==> config.mk <==
export PLATFORM = sky130hd
export DESIGN_NAME = psfe_divider
export DESIGN_NICKNAME = d
export VERILOG_FILES = /design/src/hdl/prime_sieve_factor_engine_defines.svh /design/src/hdl/psfe_divider.sv
export SDC_FILE = /design/constraint.sdc
export NUM_CORES = 1
export LEC_CHECK = 0
export BUFFER_PORTS_ARGS = -buffer_cell sky130_fd_sc_hd__buf_2
export CAP_MARGIN = 20
export CORE_UTILIZATION = 34
export CTS_CLUSTER_DIAMETER = 100
export DETAILED_ROUTE_END_ITERATION = 7
export HOLD_SLACK_MARGIN = 0.05
export PLACE_DENSITY_LB_ADDON = 0.2
export SYNTH_ARGS = -nofsm -noshare
export SYNTH_HDL_FRONTEND = slang
export SYNTH_SLANG_ARGS = --single-unit
==> constraint.sdc <==
create_clock -name clock -period 2.9 [get_ports clock]
set_input_delay 0.29 -clock clock [delete_from_list [all_inputs] [get_ports clock]]
set_output_delay 0.29 -clock clock [all_outputs]
set_load 0.02 [all_outputs]
==> src/hdl/prime_sieve_factor_engine_defines.svh <==
// Assertion macros used by the engine file
`ifndef PRIME_SIEVE_FACTOR_ENGINE_DEFINES_SVH
`define PRIME_SIEVE_FACTOR_ENGINE_DEFINES_SVH
`ifndef SYNTHESIS
`define PSF_ASSERT(label, clk, rst, prop) \
   label: assert property (@(posedge clk) disable iff (rst) prop) else $error("%m: check failed");
`define PSF_ASSERT_ALWAYS(label, clk, prop) \
   label: assert property (@(posedge clk) prop) else $error("%m: check failed");
`else
`define PSF_ASSERT(label, clk, rst, prop)
`define PSF_ASSERT_ALWAYS(label, clk, prop)
`endif
`endif

==> src/hdl/psfe_divider.sv <==
// Restoring divider, one quotient bit per cycle.
module psfe_divider #(
   parameter int W = 20
) (
   input  logic         clock,
   input  logic         reset,
   input  logic         start,
   input  logic [W-1:0] dividend,
   input  logic [W-1:0] divisor,
   output logic         done,
   output logic [W-1:0] quotient,
   output logic [W-1:0] remainder
);
   localparam int CW = $clog2(W + 1);
   logic [W-1:0]  q_ff, q_in;
   logic [W-1:0]  r_ff, r_in;
   logic [W-1:0]  d_ff, d_in;
   logic [CW-1:0] cnt_ff, cnt_in;
   logic          busy_ff, busy_in;
   logic          done_ff, done_in;
   logic [W:0]    trial;

   always_comb begin
      q_in    = q_ff;
      r_in    = r_ff;
      d_in    = d_ff;
      cnt_in  = cnt_ff;
      busy_in = busy_ff;
      done_in = 1'b0;
      trial   = '0;
      if (start) begin
         q_in    = dividend;
         r_in    = '0;
         d_in    = divisor;
         cnt_in  = CW'(W);
         busy_in = 1'b1;
      end else if (busy_ff) begin
         trial = {r_ff, q_ff[W-1]} - {1'b0, d_ff};
         if (!trial[W]) begin
            r_in = trial[W-1:0];
            q_in = {q_ff[W-2:0], 1'b1};
         end else begin
            r_in = {r_ff[W-2:0], q_ff[W-1]};
            q_in = {q_ff[W-2:0], 1'b0};
         end
         cnt_in = cnt_ff - 1'b1;
         if (cnt_ff == CW'(1)) begin
            busy_in = 1'b0;
            done_in = 1'b1;
         end
      end
   end

   always_ff @(posedge clock) begin
      if (reset) begin
         busy_ff <= 1'b0;
         done_ff <= 1'b0;
         cnt_ff  <= '0;
      end else begin
         busy_ff <= busy_in;
         done_ff <= done_in;
         cnt_ff  <= cnt_in;
      end
      q_ff <= q_in;
      r_ff <= r_in;
      d_ff <= d_in;
   end

   assign done      = done_ff;
   assign quotient  = q_ff;
   assign remainder = r_ff;
endmodule

Yosys cells after proc, flatten, opt, wreduce, memory -nomap -nowiden
Cells that the tools add are included.
W data, S select, Z words.
{"block": "classes", "reduce_logical": 3, "addsub": 2, "bitwise": 1, "mux": 10, "n_eq_ne": 1}
{"cell": "$mux W20", "n": 3}
{"cell": "$sub A21 B20 Y21", "n": 1}
{"cell": "$mux W5", "n": 2}
{"cell": "$eq A5 B1 Y1 const B", "n": 1}
{"cell": "$mux W1", "n": 5}
{"cell": "$sub A5 B1 Y5 const B", "n": 1}
{"cell": "$reduce_or A3 Y1", "n": 1}
{"cell": "$reduce_bool A2 Y1", "n": 1}
{"cell": "$reduce_or A2 Y1", "n": 1}
{"cell": "$not A1 Y1", "n": 1}
{"block": "totals", "regBits": 67}

Depth between registers and ports, before layout
Gate-level depths: netlist of the first run.
{"block": "logic_depth", "depth_word": 4, "depth_mapped": 12, "depth_no_buf": 10}

Worst setup path before layout of the first run
No wires, ideal clock.
{"block": "synth_path", "path_type": "register -> register", "from": "reg q_ff[19] (netlist: quotient[19])", "to": "reg r_ff[18] (netlist: remainder[18])", "setup_time_ns": 0.082, "t_required_ns": 2.818, "setup_slack_ns": 0.027, "period_less_slack_ns": 2.873, "path_buffers": 2, "path_stages_with_launch": 13, "arrival_ns": 2.791, "path_cell_list": "edfxtp_1 > inv_1 > ha_1 > fa_1 > nand2b_1 > a21oi_2 > o211ai_2 > a2111o_1 > a221oi_2 > buf_6 > buf_6 > nand3_1 > o221ai_1"}
{"block": "synth_between", "elab_chain_cells": 2}
{"element": "from (decl)", "line": "psfe_divider.sv:15", "source": "logic [W-1:0] q_ff, q_in;"}
{"element": "from (signal assigned)", "line": "psfe_divider.sv:64", "source": "q_ff <= q_in;"}
{"element": "$sub A21 B20 Y21", "line": "psfe_divider.sv:38", "source": "trial = {r_ff, q_ff[W-1]} - {1'b0, d_ff};"}
{"element": "$mux W20", "line": "psfe_divider.sv:39", "source": "if (!trial[W]) begin"}
{"element": "to (signal assigned)", "line": "psfe_divider.sv:65", "source": "r_ff <= r_in;"}
{"element": "to (decl)", "line": "psfe_divider.sv:16", "source": "logic [W-1:0] r_ff, r_in;"}
No other way between the ends.
A chain may end at the register's enable or synchronous reset.

Final worst setup path of the first run
{"block": "layout_path", "from": "reg d_ff[0]", "to": "reg r_ff[3] (netlist: remainder[3])"}
{"block": "layout_between", "elab_chain_cells": 2}
{"element": "from (decl)", "line": "psfe_divider.sv:17", "source": "logic [W-1:0] d_ff, d_in;"}
{"element": "from (signal assigned)", "line": "psfe_divider.sv:66", "source": "d_ff <= d_in;"}
{"element": "$sub A21 B20 Y21", "line": "psfe_divider.sv:38"}
{"element": "$mux W20", "line": "psfe_divider.sv:39"}
No other way between the ends.

==> results of run 1 <==
-- per-stage QoR --
stage	power (mW)	setup TNS (ps)	utilization
3_3_place_gp	1.666	-44.89	0.4079
3_5_place_dp	1.669	-186.9	0.4079
4_1_cts	2.484	0	0.4283
2_1_floorplan	1.495	0	-
5_1_grt	2.599	-690.2	0.4320
6_report	2.467	0	0.4320
-- cells in the mapped netlist (4+ instances only) --
library cell  count  area share
edfxtp_1         40        0.32
inv_1            29       0.029
nand2_1          29       0.029
dfxtp_1          27        0.14
nor2_1           26       0.026
ha_1             22       0.073
a21oi_1          21       0.028
mux2_2           20       0.059
mux2i_1          13       0.034
clkbuf_1         10      0.0099
a21o_1            9       0.018
o21ai_0           9       0.012
o21ai_1           9       0.012
xnor2_1           9       0.021
a211oi_1          7       0.014
nand4_1           6      0.0099
a31oi_1           5      0.0082
nand2b_1          5      0.0082
xor2_1            5       0.012
and2_1            4      0.0066
nor3_1            4      0.0053
-- layer usage --
layer  part of all wire  up-vias
li1                   -     1534
met1               0.48     1427
met2               0.45       90
met3              0.058       12
met4              0.014        0
met5                  0        -
-- registers in the layout, indices dropped and copies added, names as in the netlist --
signal	cells
d_ff	20
quotient	20
remainder	20
cnt_ff	5
busy_ff	1
done	1
-- worst reg2reg max path, stage by stage, from the launching register on --
cell,delay [ps]
edfxtp_1,420
ha_4,190
fa_2,370
nand2b_4,160
a21oi_4,140
o211ai_2,90
a2111o_1,450
a221oi_4,320
buf_6,150
buf_12,130
mux2i_1,190
a211oi_1,90
-- logic make-up (layout without fill, tap and decap cells) --
family | Yosys count | in the layout | synth area share
AOI/OAI and AO/OA | 92 | 92 | 0.1676
adders and majority gates | 23 | 23 | 0.07786
xor gates and xnor gates | 14 | 14 | 0.03233
DFF | 67 | 67 | 0.4593
and+or+nand+nor | 90 | 90 | 0.1148
buffers and inverters | 48 | 145 | 0.05444
muxes | 33 | 33 | 0.09370
-- how the worst max path moves through the flow --
| stage | startpoint | endpoint | depth (start not counted) |
|---|---|---|---|
| 2_1_floorplan | quotient[19] | remainder[18] | 12 |
| 5_1_grt | d_ff[0] | remainder[3] | 11 |
| 6_report | d_ff[0] | remainder[3] | 11 |
| 3_5_place_dp | quotient[19] | remainder[9] | 11 |
| 4_1_cts | quotient[19] | remainder[3] | 12 |
| 3_3_place_gp | quotient[19] | remainder[8] | 11 |
-- cell type report --
cell class                 count  area, µm²
fill                        1083       6157
multi-input combinational    252       1903
sequential                    67       1742
timing repair buffer         100      559.3
tap                          140      175.2
clock buffer                  12      145.1
inverter                      29      108.9
clock inverter                 4      50.05
-- power by group through the flow --
| stage | logic [mW] | registers (mW) | clock network (mW) |
|---|---|---|---|
| 2_1_floorplan | 0.297 | 1.20 | 0 |
| 3_3_place_gp | 0.512 | 1.15 | 0 |
| 3_5_place_dp | 0.515 | 1.15 | 0 |
| 4_1_cts | 0.521 | 1.13 | 0.828 |
| 5_1_grt | 0.585 | 1.14 | 0.870 |
| 6_report | 0.529 | 1.13 | 0.804 |
-- timing repair --
action / CTS / global route
gates cloned: 0 / 0
hold buffers: 0 / 0
pin swaps: 2 / 8
hold endpoints to repair: 0 / 0
endpoints found under the setup margin: 12 / 20
setup buffers: 2 / 1
resized for setup: 2 / 8
==> summary.txt, run 1 <==
Timing
  • Max_slew headroom: 0.2166
  • Max Slew Vio Count: 0
  • Period utilization: 0.9840
  • Fin. Hold Viols: 0
  • Setup WS post-layout: ~47 ps
  • Tightest Pin Transition: 1171 ps
  • Max Clk Rate: around 350 MHz
  • Minimum clock period: 2853 ps
  • WHS: 107.9 ps
  • RSZ-0062 raised after global routing: yes
  • Clk_skew: between 15 and 20 ps
  • Final setup viols: 0

Power and ir drop
  • P_int: 1.729 mW
  • Maximum vdd drop: about 0.24 mV
  • Pwr dens: between 500 and 600 nW/µm²
  • Clock share of power: 0.326
  • Combinational fraction of design power: 0.214
  • Switching pwr: around 740 µW
  • Switching share of power: 0.2992
  • Leak Pwr: 2.039 nW
  • Sequential share of power: 0.460

Floorplan
  • Die Wd: about 110 µm
  • Die area: 11580 µm²
  • Starting Density: 0.3498
  • Core ar.: 10840 µm²
  • Die Ht: around 110 µm
  • Ports: 84
  • Num rows: 38

Min path
  • Hold Path Class: in -> reg
  • Hold depth: 1
  • Hold Crit Start: divisor[2]
  • Hold Path Sink: d_ff[2]

Critical path
  • CP arrival: approximately 3100 ps
  • Worst setup EP type: flop
  • RR Endpoint: remainder[3]
  • Max FO, Critical Path: 11
  • Cell family with the largest share of critical-path delay: compound AO/OA/AOI/OAI gates
  • Slowest stage delay, CP: between 400 and 500 ps
  • Kind of critical path: reg -> reg
  • Startpoint Class: flop
  • R2R cell count: 11
  • Cell chain of the critical path: ha_4 -> fa_2 -> nand2b_4 -> a21oi_4 -> o211ai_2 -> a2111o_1 -> a221oi_4 -> buf_6 -> buf_12 -> mux2i_1 -> a211oi_1
  • R2r setup slk: 50 ps
  • Worst EP required: between 3000 and 4000 ps
  • CP max-delay cell: a2111o_1
  • Reg2Reg Launch Point: d_ff[0]
  • WP buf/inv: 2

Clock network
  • CTS buffer count: 9
  • Clk slew on worst S/H paths: 80 ps
  • Root buf cell: clkbuf_8
  • CTS sink count: 67
  • CTS tree: built
  • Max clock buf depth: 2
  • Depth of the CTS H-tree: 3
  • Worst-skew pair later-pin latency: roughly 350 ps

Global route
  • Met2 Track Usage GR: 0.2628
  • First-pass GRT wire length: around 15000 µm
  • Global-route track usage on met3: 0.03814
  • Gr busiest metal: met2
  • Gr usage total: 0.1713
  • GR Util met1: 0.2278
  • Overflow after GRT: 0
  • Initial antenna violation count: 0
  • Pin count of the biggest net entering global routing: between 50 and 60
  • Vias in the first global route: about 3000

Place
  • Post-DP HPWL: 6580 µm
  • Placed insts: between 500 and 600
  • IO Port Bufs: 83
  • Pre-CTS setup slack: -49.66 ps
  • Gpl congestion: ~0.84
  • Post-DP Area: ~4400 µm²

Status
  • Status: complete, no violations

Synthesis
  • Unique cell type count in the Yosys netlist: 57
  • Post-synth EDFFs: 40
  • Seq cells post-synth: 67
  • Mapped Cells: 367
  • Mapped cell area: between 3000 and 4000 µm²
  • Synth Warn #: 0
  • Avg Cell Area, Syn: just over 10 µm²
  • Syn_nets: around 430
  • Ys flop type: edfxtp_1
  • Synth async-reset ratio: 0
  • Post-synthesis sequential area ratio: 0.4593

Detailed routing
  • Wirelength per Cell: roughly 15 µm
  • First-pass iteration count of the detailed router: 4
  • Via count: 3063
  • Initial DRC count: between 100 and 150
  • Average vias per placed instance: approximately 5.1
  • Total Routed Length: 9317 µm
  • Routed Antenna Nets: 0
  • DRC: 0

Final layout
  • Most frequent cells in the layout: buf_2 (83), edfxtp_1 (40), inv_1 (29), nand2_1 (29), dfxtp_1 (27)
  • Layout cells sized above 1: 0.3147
  • Antenna cells: 0
  • Commonest non-fill, non-tap cell in the layout: buf_2
  • Fin cells: ~600
  • P&R area growth vs syn: 23.49%
  • Nets: approximately 530
  • Finished Cell Area: roughly 4700 µm²

Job
  • Max Cap Violations: 0
(Power assumes the default switching activity.)
==> inputs of run 2 (changes only) <==
Settings changed: PLACE_DENSITY_LB_ADDON 0.2 to not set.
==> summary.txt, run 2 (synthesis results as in run 1) <==
Detailed routing
  • Initial DRC count: 99 (-23%)
  • Total Routed Length: 9250 µm (-0.72%)
  • Routed Antenna Nets: 0 (unchanged)
  • First-pass iteration count of the detailed router: 4 (unchanged)
  • DRC: 0 (unchanged)
  • Wirelength per Cell: 15.21 µm (-1.4%)
  • Average vias per placed instance: 5.089 (+0.35%)
  • Via count: 3094 (+1.0%)

Final layout
  • Post-layout util: 0.4357 (+0.003693)
  • P&R area growth vs syn: 24.55%
  • Fillers: 1071 (-1.1%)
  • Antenna cells: 0 (unchanged)
  • Layout cells sized above 1: 0.3248 (+0.01013)
  • Commonest non-fill, non-tap cell in the layout: buf_2
  • Most frequent cells in the layout: buf_2 (83), edfxtp_1 (40), nand2_1 (29)
  • Nets: 529 (+0.76%)
  • Finished Cell Area: 4723 µm² (+0.85%)

Clock network
  • Max clock buf depth: 2 (unchanged)
  • CTS sink count: 67 (unchanged)
  • CTS buffer count: 9 (unchanged)
  • Depth of the CTS H-tree: 3 (unchanged)
  • Worst-skew pair later-pin latency: 370 ps (+20 ps)
  • Root buf cell: clkbuf_8
  • Clk slew on worst S/H paths: 80 ps (about the same)
  • CTS tree: built
  • Hold-fix buffers, CTS: 0 (unchanged)

Place
  • Post-DP Area: 4414 µm² (-0.17%)
  • IO Port Bufs: 83 (unchanged)
  • Gpl congestion: 0.8274 (-0.92%)
  • Post-DP HPWL: 6591 µm (+0.16%)
  • Pre-CTS setup slack: -35.37 ps (+14.29 ps)

Global route
  • Initial antenna violation count: 0 (unchanged)
  • First-pass GRT wire length: 14570 µm (-3.6%)
  • Vias in the first global route: 2977 (-1.8%)
  • Gr usage total: 0.1668 (-0.004414)
  • Overflow after GRT: 0 (unchanged)
  • Pin count of the biggest net entering global routing: 59 (unchanged)

Timing
  • Max_slew headroom: 0.4686 (+0.2520)
  • Minimum clock period: 2862 ps (+8.328 ps)
  • Tightest Pin Transition: 796.2 ps (-374.6 ps)
  • Max Slew Vio Count: 0 (unchanged)
  • Sum of negative setup slack: 0 ps (unchanged)
  • Fin. Hold Viols: 0 (unchanged)
  • Period utilization: 0.9868 (+0.002872)
  • Setup WS post-layout: 38.18 ps (-8.328 ps)
  • Clk_skew: 13.20 ps (-2.132 ps)
  • Final setup viols: 0 (unchanged)
  • RSZ-0062 raised after global routing: yes
  • Max Clk Rate: 349.4 MHz (-0.29%)

Critical path
  • Startpoint Class: flop
  • CP max-delay cell: a2111o_1
  • WP buf/inv: 1 (-1)
  • Cell family with the largest share of critical-path delay: compound AO/OA/AOI/OAI gates
  • CP arrival: 3100 ps (+40 ps)
  • Kind of critical path: reg -> reg
  • Slowest stage delay, CP: 470 ps (+20 ps)
  • Worst EP required: 3140 ps (+30 ps)
  • Max FO, Critical Path: 6 (-5)
  • Cell chain of the critical path: ha_4 -> fa_2 -> nand2b_4 -> a21oi_4 -> o211ai_2 -> a2111o_1 -> a221oi_4 -> buf_4 -> mux2i_1 -> a211oi_1
  • Worst setup EP type: flop

Min path
  • Hold Path Class: in -> reg

Status
  • Status: complete, no violations

Floorplan
  • Die Wd: 107.6 µm (unchanged)
  • Core ar.: 10840 µm² (unchanged)
  • Num rows: 38 (unchanged)
  • Ports: 84 (unchanged)
  • Die area: 11580 µm² (unchanged)
  • Starting Density: 0.3498 (unchanged)
  • Die Ht: 107.6 µm (unchanged)

Power and ir drop
  • Pwr dens: 529.3 nW/µm² (+0.46%)
  • Leak Pwr: 2.076 nW (+1.8%)
  • Maximum vdd drop: 0.4024 mV (+69%)
  • Total power: 2.500 mW (+1.3%)

Job
  • Max Cap Violations: 0 (unchanged)
[run 2: cell type report]
type | count | area [µm²] | area share
multi-input combinational | 252 | 1892 | 0.4005
sequential | 67 | 1742 | 0.3687
timing repair buffer | 104 | 593.1 | 0.1256
tap | 140 | 175.2 | 0.03709
clock buffer | 11 | 151.4 | 0.03205
inverter | 29 | 108.9 | 0.02305
clock inverter | 5 | 61.31 | 0.01298
[run 2: report_power, final]
part           switching (mW)  internal [mW]  leakage, nW
Clock                   0.392          0.447        0.109
Combinational           0.307          0.220         1.35
Sequential             0.0443           1.09        0.618
Total                   0.743           1.76         2.08
[run 2: per-stage QoR]
stage,std cells,hold WS [ps]
CTS,604,80.96
global placement,585,466.7
detailed placement,585,468.6
floorplan,367,362.4
global route,608,62.64
finish,608,89.65
[run 2: what timing repair did]
item	4_1_cts	5_1_grt
pin swaps	2	6
setup buffers	3	4
cloned	0	0
setup endpoints to repair	6	21
gates resized for setup	2	7
[run 2: worst reg2reg max path: stages (launching register included)]
cell	delay [ps]
edfxtp_1	420
ha_4	190
fa_2	340
nand2b_4	170
a21oi_4	180
o211ai_2	110
a2111o_1	470
a221oi_4	330
buf_4	230
mux2i_1	220
a211oi_1	90
[run 2: routing by layer]
metal	routed length [µm]	vias to the layer above	global-route usage
li1	-	1544	-
met3	705	12	0.06780
met2	4310	102	0.2724
met1	4079	1436	0.1997
met4	155	0	0.05088
met5	0	-	0
[run 2: worst paths after layout]
path | from | slack [ps] | endpoint | cells after the start
hold / removal | divisor[9] | 90 | d_ff[9] | 1
setup reg to reg | d_ff[0] | 40 | remainder[8] | 10
hold reg to reg | remainder[2] | 480 | remainder[2] | 2
setup / recovery | d_ff[0] | 40 | remainder[8] | 10
==> inputs of run 3 (changes only) <==
Settings changed: CORE_ASPECT_RATIO set to 1.25, RECOVER_POWER set to 50.
==> summary.txt, run 3 (synthesis results as in run 1) <==
Status
  • Status: finished, violations left
  • Failing checks: negative setup slack

Global route
  • GR Util met1: 0.2158 (+0.01614)
  • First-pass GRT wire length: 15410 µm (+5.8%)
  • Pin count of the biggest net entering global routing: 34 (-42%)
  • Initial antenna violation count: 0 (unchanged)
  • Gr usage total: 0.1776 (+0.01075)
  • Vias in the first global route: 3128 (+5.1%)
  • Met2 Track Usage GR: 0.2835 (+0.01101)
  • Global-route track usage on met3: 0.06084 (-0.006960)
  • Overflow after GRT: 0 (unchanged)
  • Gr busiest metal: met2

Timing
  • Minimum clock period: 2908 ps (+46.20 ps)
  • Period utilization: 1.003 (+0.01593)
  • Setup WS post-layout: -8.016 ps (-46.20 ps)
  • Final setup viols: 2 (+2)
  • RSZ-0062 raised after global routing: yes
  • Tightest Pin Transition: 865.1 ps (+68.96 ps)
  • Fin. Hold Viols: 0 (unchanged)
  • Max Slew Vio Count: 0 (unchanged)
  • Clk_skew: 6.799 ps (-6.402 ps)
  • Max Clk Rate: 343.9 MHz (-1.6%)
  • Max_slew headroom: 0.4220 (-0.04658)

Final layout
  • Fillers: 1056 (-1.4%)
  • Layout cells sized above 1: 0.2543 (-0.07051)
  • Antenna cells: 0 (unchanged)
  • Post-layout util: 0.4422 (+0.006516)
  • Commonest non-fill, non-tap cell in the layout: buf_2
  • Nets: 529 (unchanged)
  • P&R area growth vs syn: 25.01%
  • Most frequent cells in the layout: buf_2 (51), edfxtp_1 (40), clkbuf_1 (35)
  • Fin cells: 600 (-1.3%)

Detailed routing
  • Via count: 3139 (+1.5%)
  • Wirelength per Cell: 16.05 µm (+5.5%)
  • Average vias per placed instance: 5.232 (+2.8%)
  • First-pass iteration count of the detailed router: 4 (unchanged)
  • Routed Antenna Nets: 0 (unchanged)
  • Initial DRC count: 283 (+190%)
  • DRC: 0 (unchanged)
  • Total Routed Length: 9628 µm (+4.1%)

Job
  • Max Cap Violations: 0 (unchanged)

Floorplan
  • Die Wd: 96.47 µm (-10%)
  • Core ar.: 10720 µm² (-1.1%)
  • Die Ht: 120.1 µm (+12%)
  • Num rows: 42 (+11%)
  • Ports: 84 (unchanged)
  • Starting Density: 0.3538 (+0.003920)
  • Die area: 11580 µm² (about the same)

Critical path
  • Max FO, Critical Path: 7 (+1)
  • Startpoint Class: flop
  • Slowest stage delay, CP: 460 ps (about the same)
  • CP max-delay cell: a2111o_1
  • Cell chain of the critical path: ha_4 -> fa_2 -> nand2b_4 -> a21oi_4 -> o211ai_2 -> a2111o_1 -> a221oi_4 -> buf_6 -> buf_8 -> mux2i_1 -> o21ai_1
  • Kind of critical path: reg -> reg
  • Worst setup EP type: flop
  • Worst EP required: 3110 ps (-30 ps)
  • CP arrival: 3120 ps (+20 ps)

Place
  • Pre-CTS setup slack: -30.28 ps (+5.089 ps)
  • IO Port Bufs: 83 (unchanged)
  • Placed insts: 579 (-1.0%)
  • Gpl congestion: 0.9068 (+9.6%)
  • Post-DP HPWL: 6906 µm (+4.8%)

Power and ir drop
  • Pwr dens: 561.4 nW/µm² (+6.1%)
  • Leak Pwr: 1.982 nW (-4.5%)
  • Maximum vdd drop: 0.3493 mV (-13%)

Clock network
  • CTS sink count: 67 (unchanged)
  • Worst-skew pair later-pin latency: 340 ps (-30 ps)
  • Clk slew on worst S/H paths: 50 ps (-30 ps)
  • Root buf cell: clkbuf_16
  • CTS buffer count: 9 (unchanged)
  • CTS tree: built
  • Depth of the CTS H-tree: 3 (unchanged)
  • Max clock buf depth: 2 (unchanged)

Min path
  • Hold Path Class: in -> reg
## run 3: cell count changes in the layout (fill, tap and decap cells not counted), moves of 3 or more
cell and change:
buf_2 -32, clkinv_4 -3, clkbuf_1 +35, clkbuf_8 -10
clkbuf_16 +9
## run 3: area by class of cell
type                            count  area (µm²)  share of cell area
Sequential cell                    67        1742              0.3674
Inverter                           29       108.9             0.02296
Clock inverter                      3       16.27            0.003431
Clock buffer                       13       250.2             0.05278
Multi-Input combinational cell    252        1907              0.4022
Timing Repair Buffer              104       551.8              0.1164
Tap cell                          132       165.2             0.03484
## run 3: power breakdown
part,total [mW],switching [mW],internal (mW)
Clock,0.998,0.400,0.598
Combinational,0.527,0.314,0.213
Sequential,1.14,0.0434,1.09
Total,2.66,0.758,1.90
## run 3: final timing paths
| path | to | from | slack (ps) | cells past startpoint |
|---|---|---|---|---|
| max | remainder[16] | d_ff[0] | -8 | 11 |
| min | d_ff[9] | divisor[9] | 130 | 1 |
| max reg2reg | remainder[16] | d_ff[0] | -8 | 11 |
| min reg2reg | remainder[14] | remainder[14] | 490 | 2 |
## run 3: metal layers
layer	vias to the layer above	share of wire
met5	-	0
met1	1493	0.42
met2	90	0.49
li1	1541	-
met3	15	0.066
met4	0	0.020
## run 3: metrics by stage
stage	instance area, µm²	total power, mW	setup TNS (ps)	hold WS, ps
floorplan	3792	1.495	0	362.4
global placement	4407	1.662	0	466.4
detailed placement	4407	1.667	-68.64	468.1
CTS	4677	2.670	-5.745	114.5
global route	4741	2.790	-1197	114.0
finish	4741	2.661	-12.12	127.9
## run 3: worst max-delay path: cells and delay by family (launching register included)
kind                     cells  cell delay (ps)
flip-flops                   1              420
buffers and inverters        2              290
AO/OA/AOI/OAI                5             1200
multiplexers                 1              190
AND/OR/NAND/NOR              1              160
adder cells (fa/ha/maj)      2              530
## run 3: timing repair
item                                    CTS  global route
endpoints found under the setup margin    6            20
setup buffers                             0             4
gates cloned                              0             1
hold buffers                              0             0
pin swaps                                 1            13
resized for setup                         1            16
hold endpoints to repair                  0             0
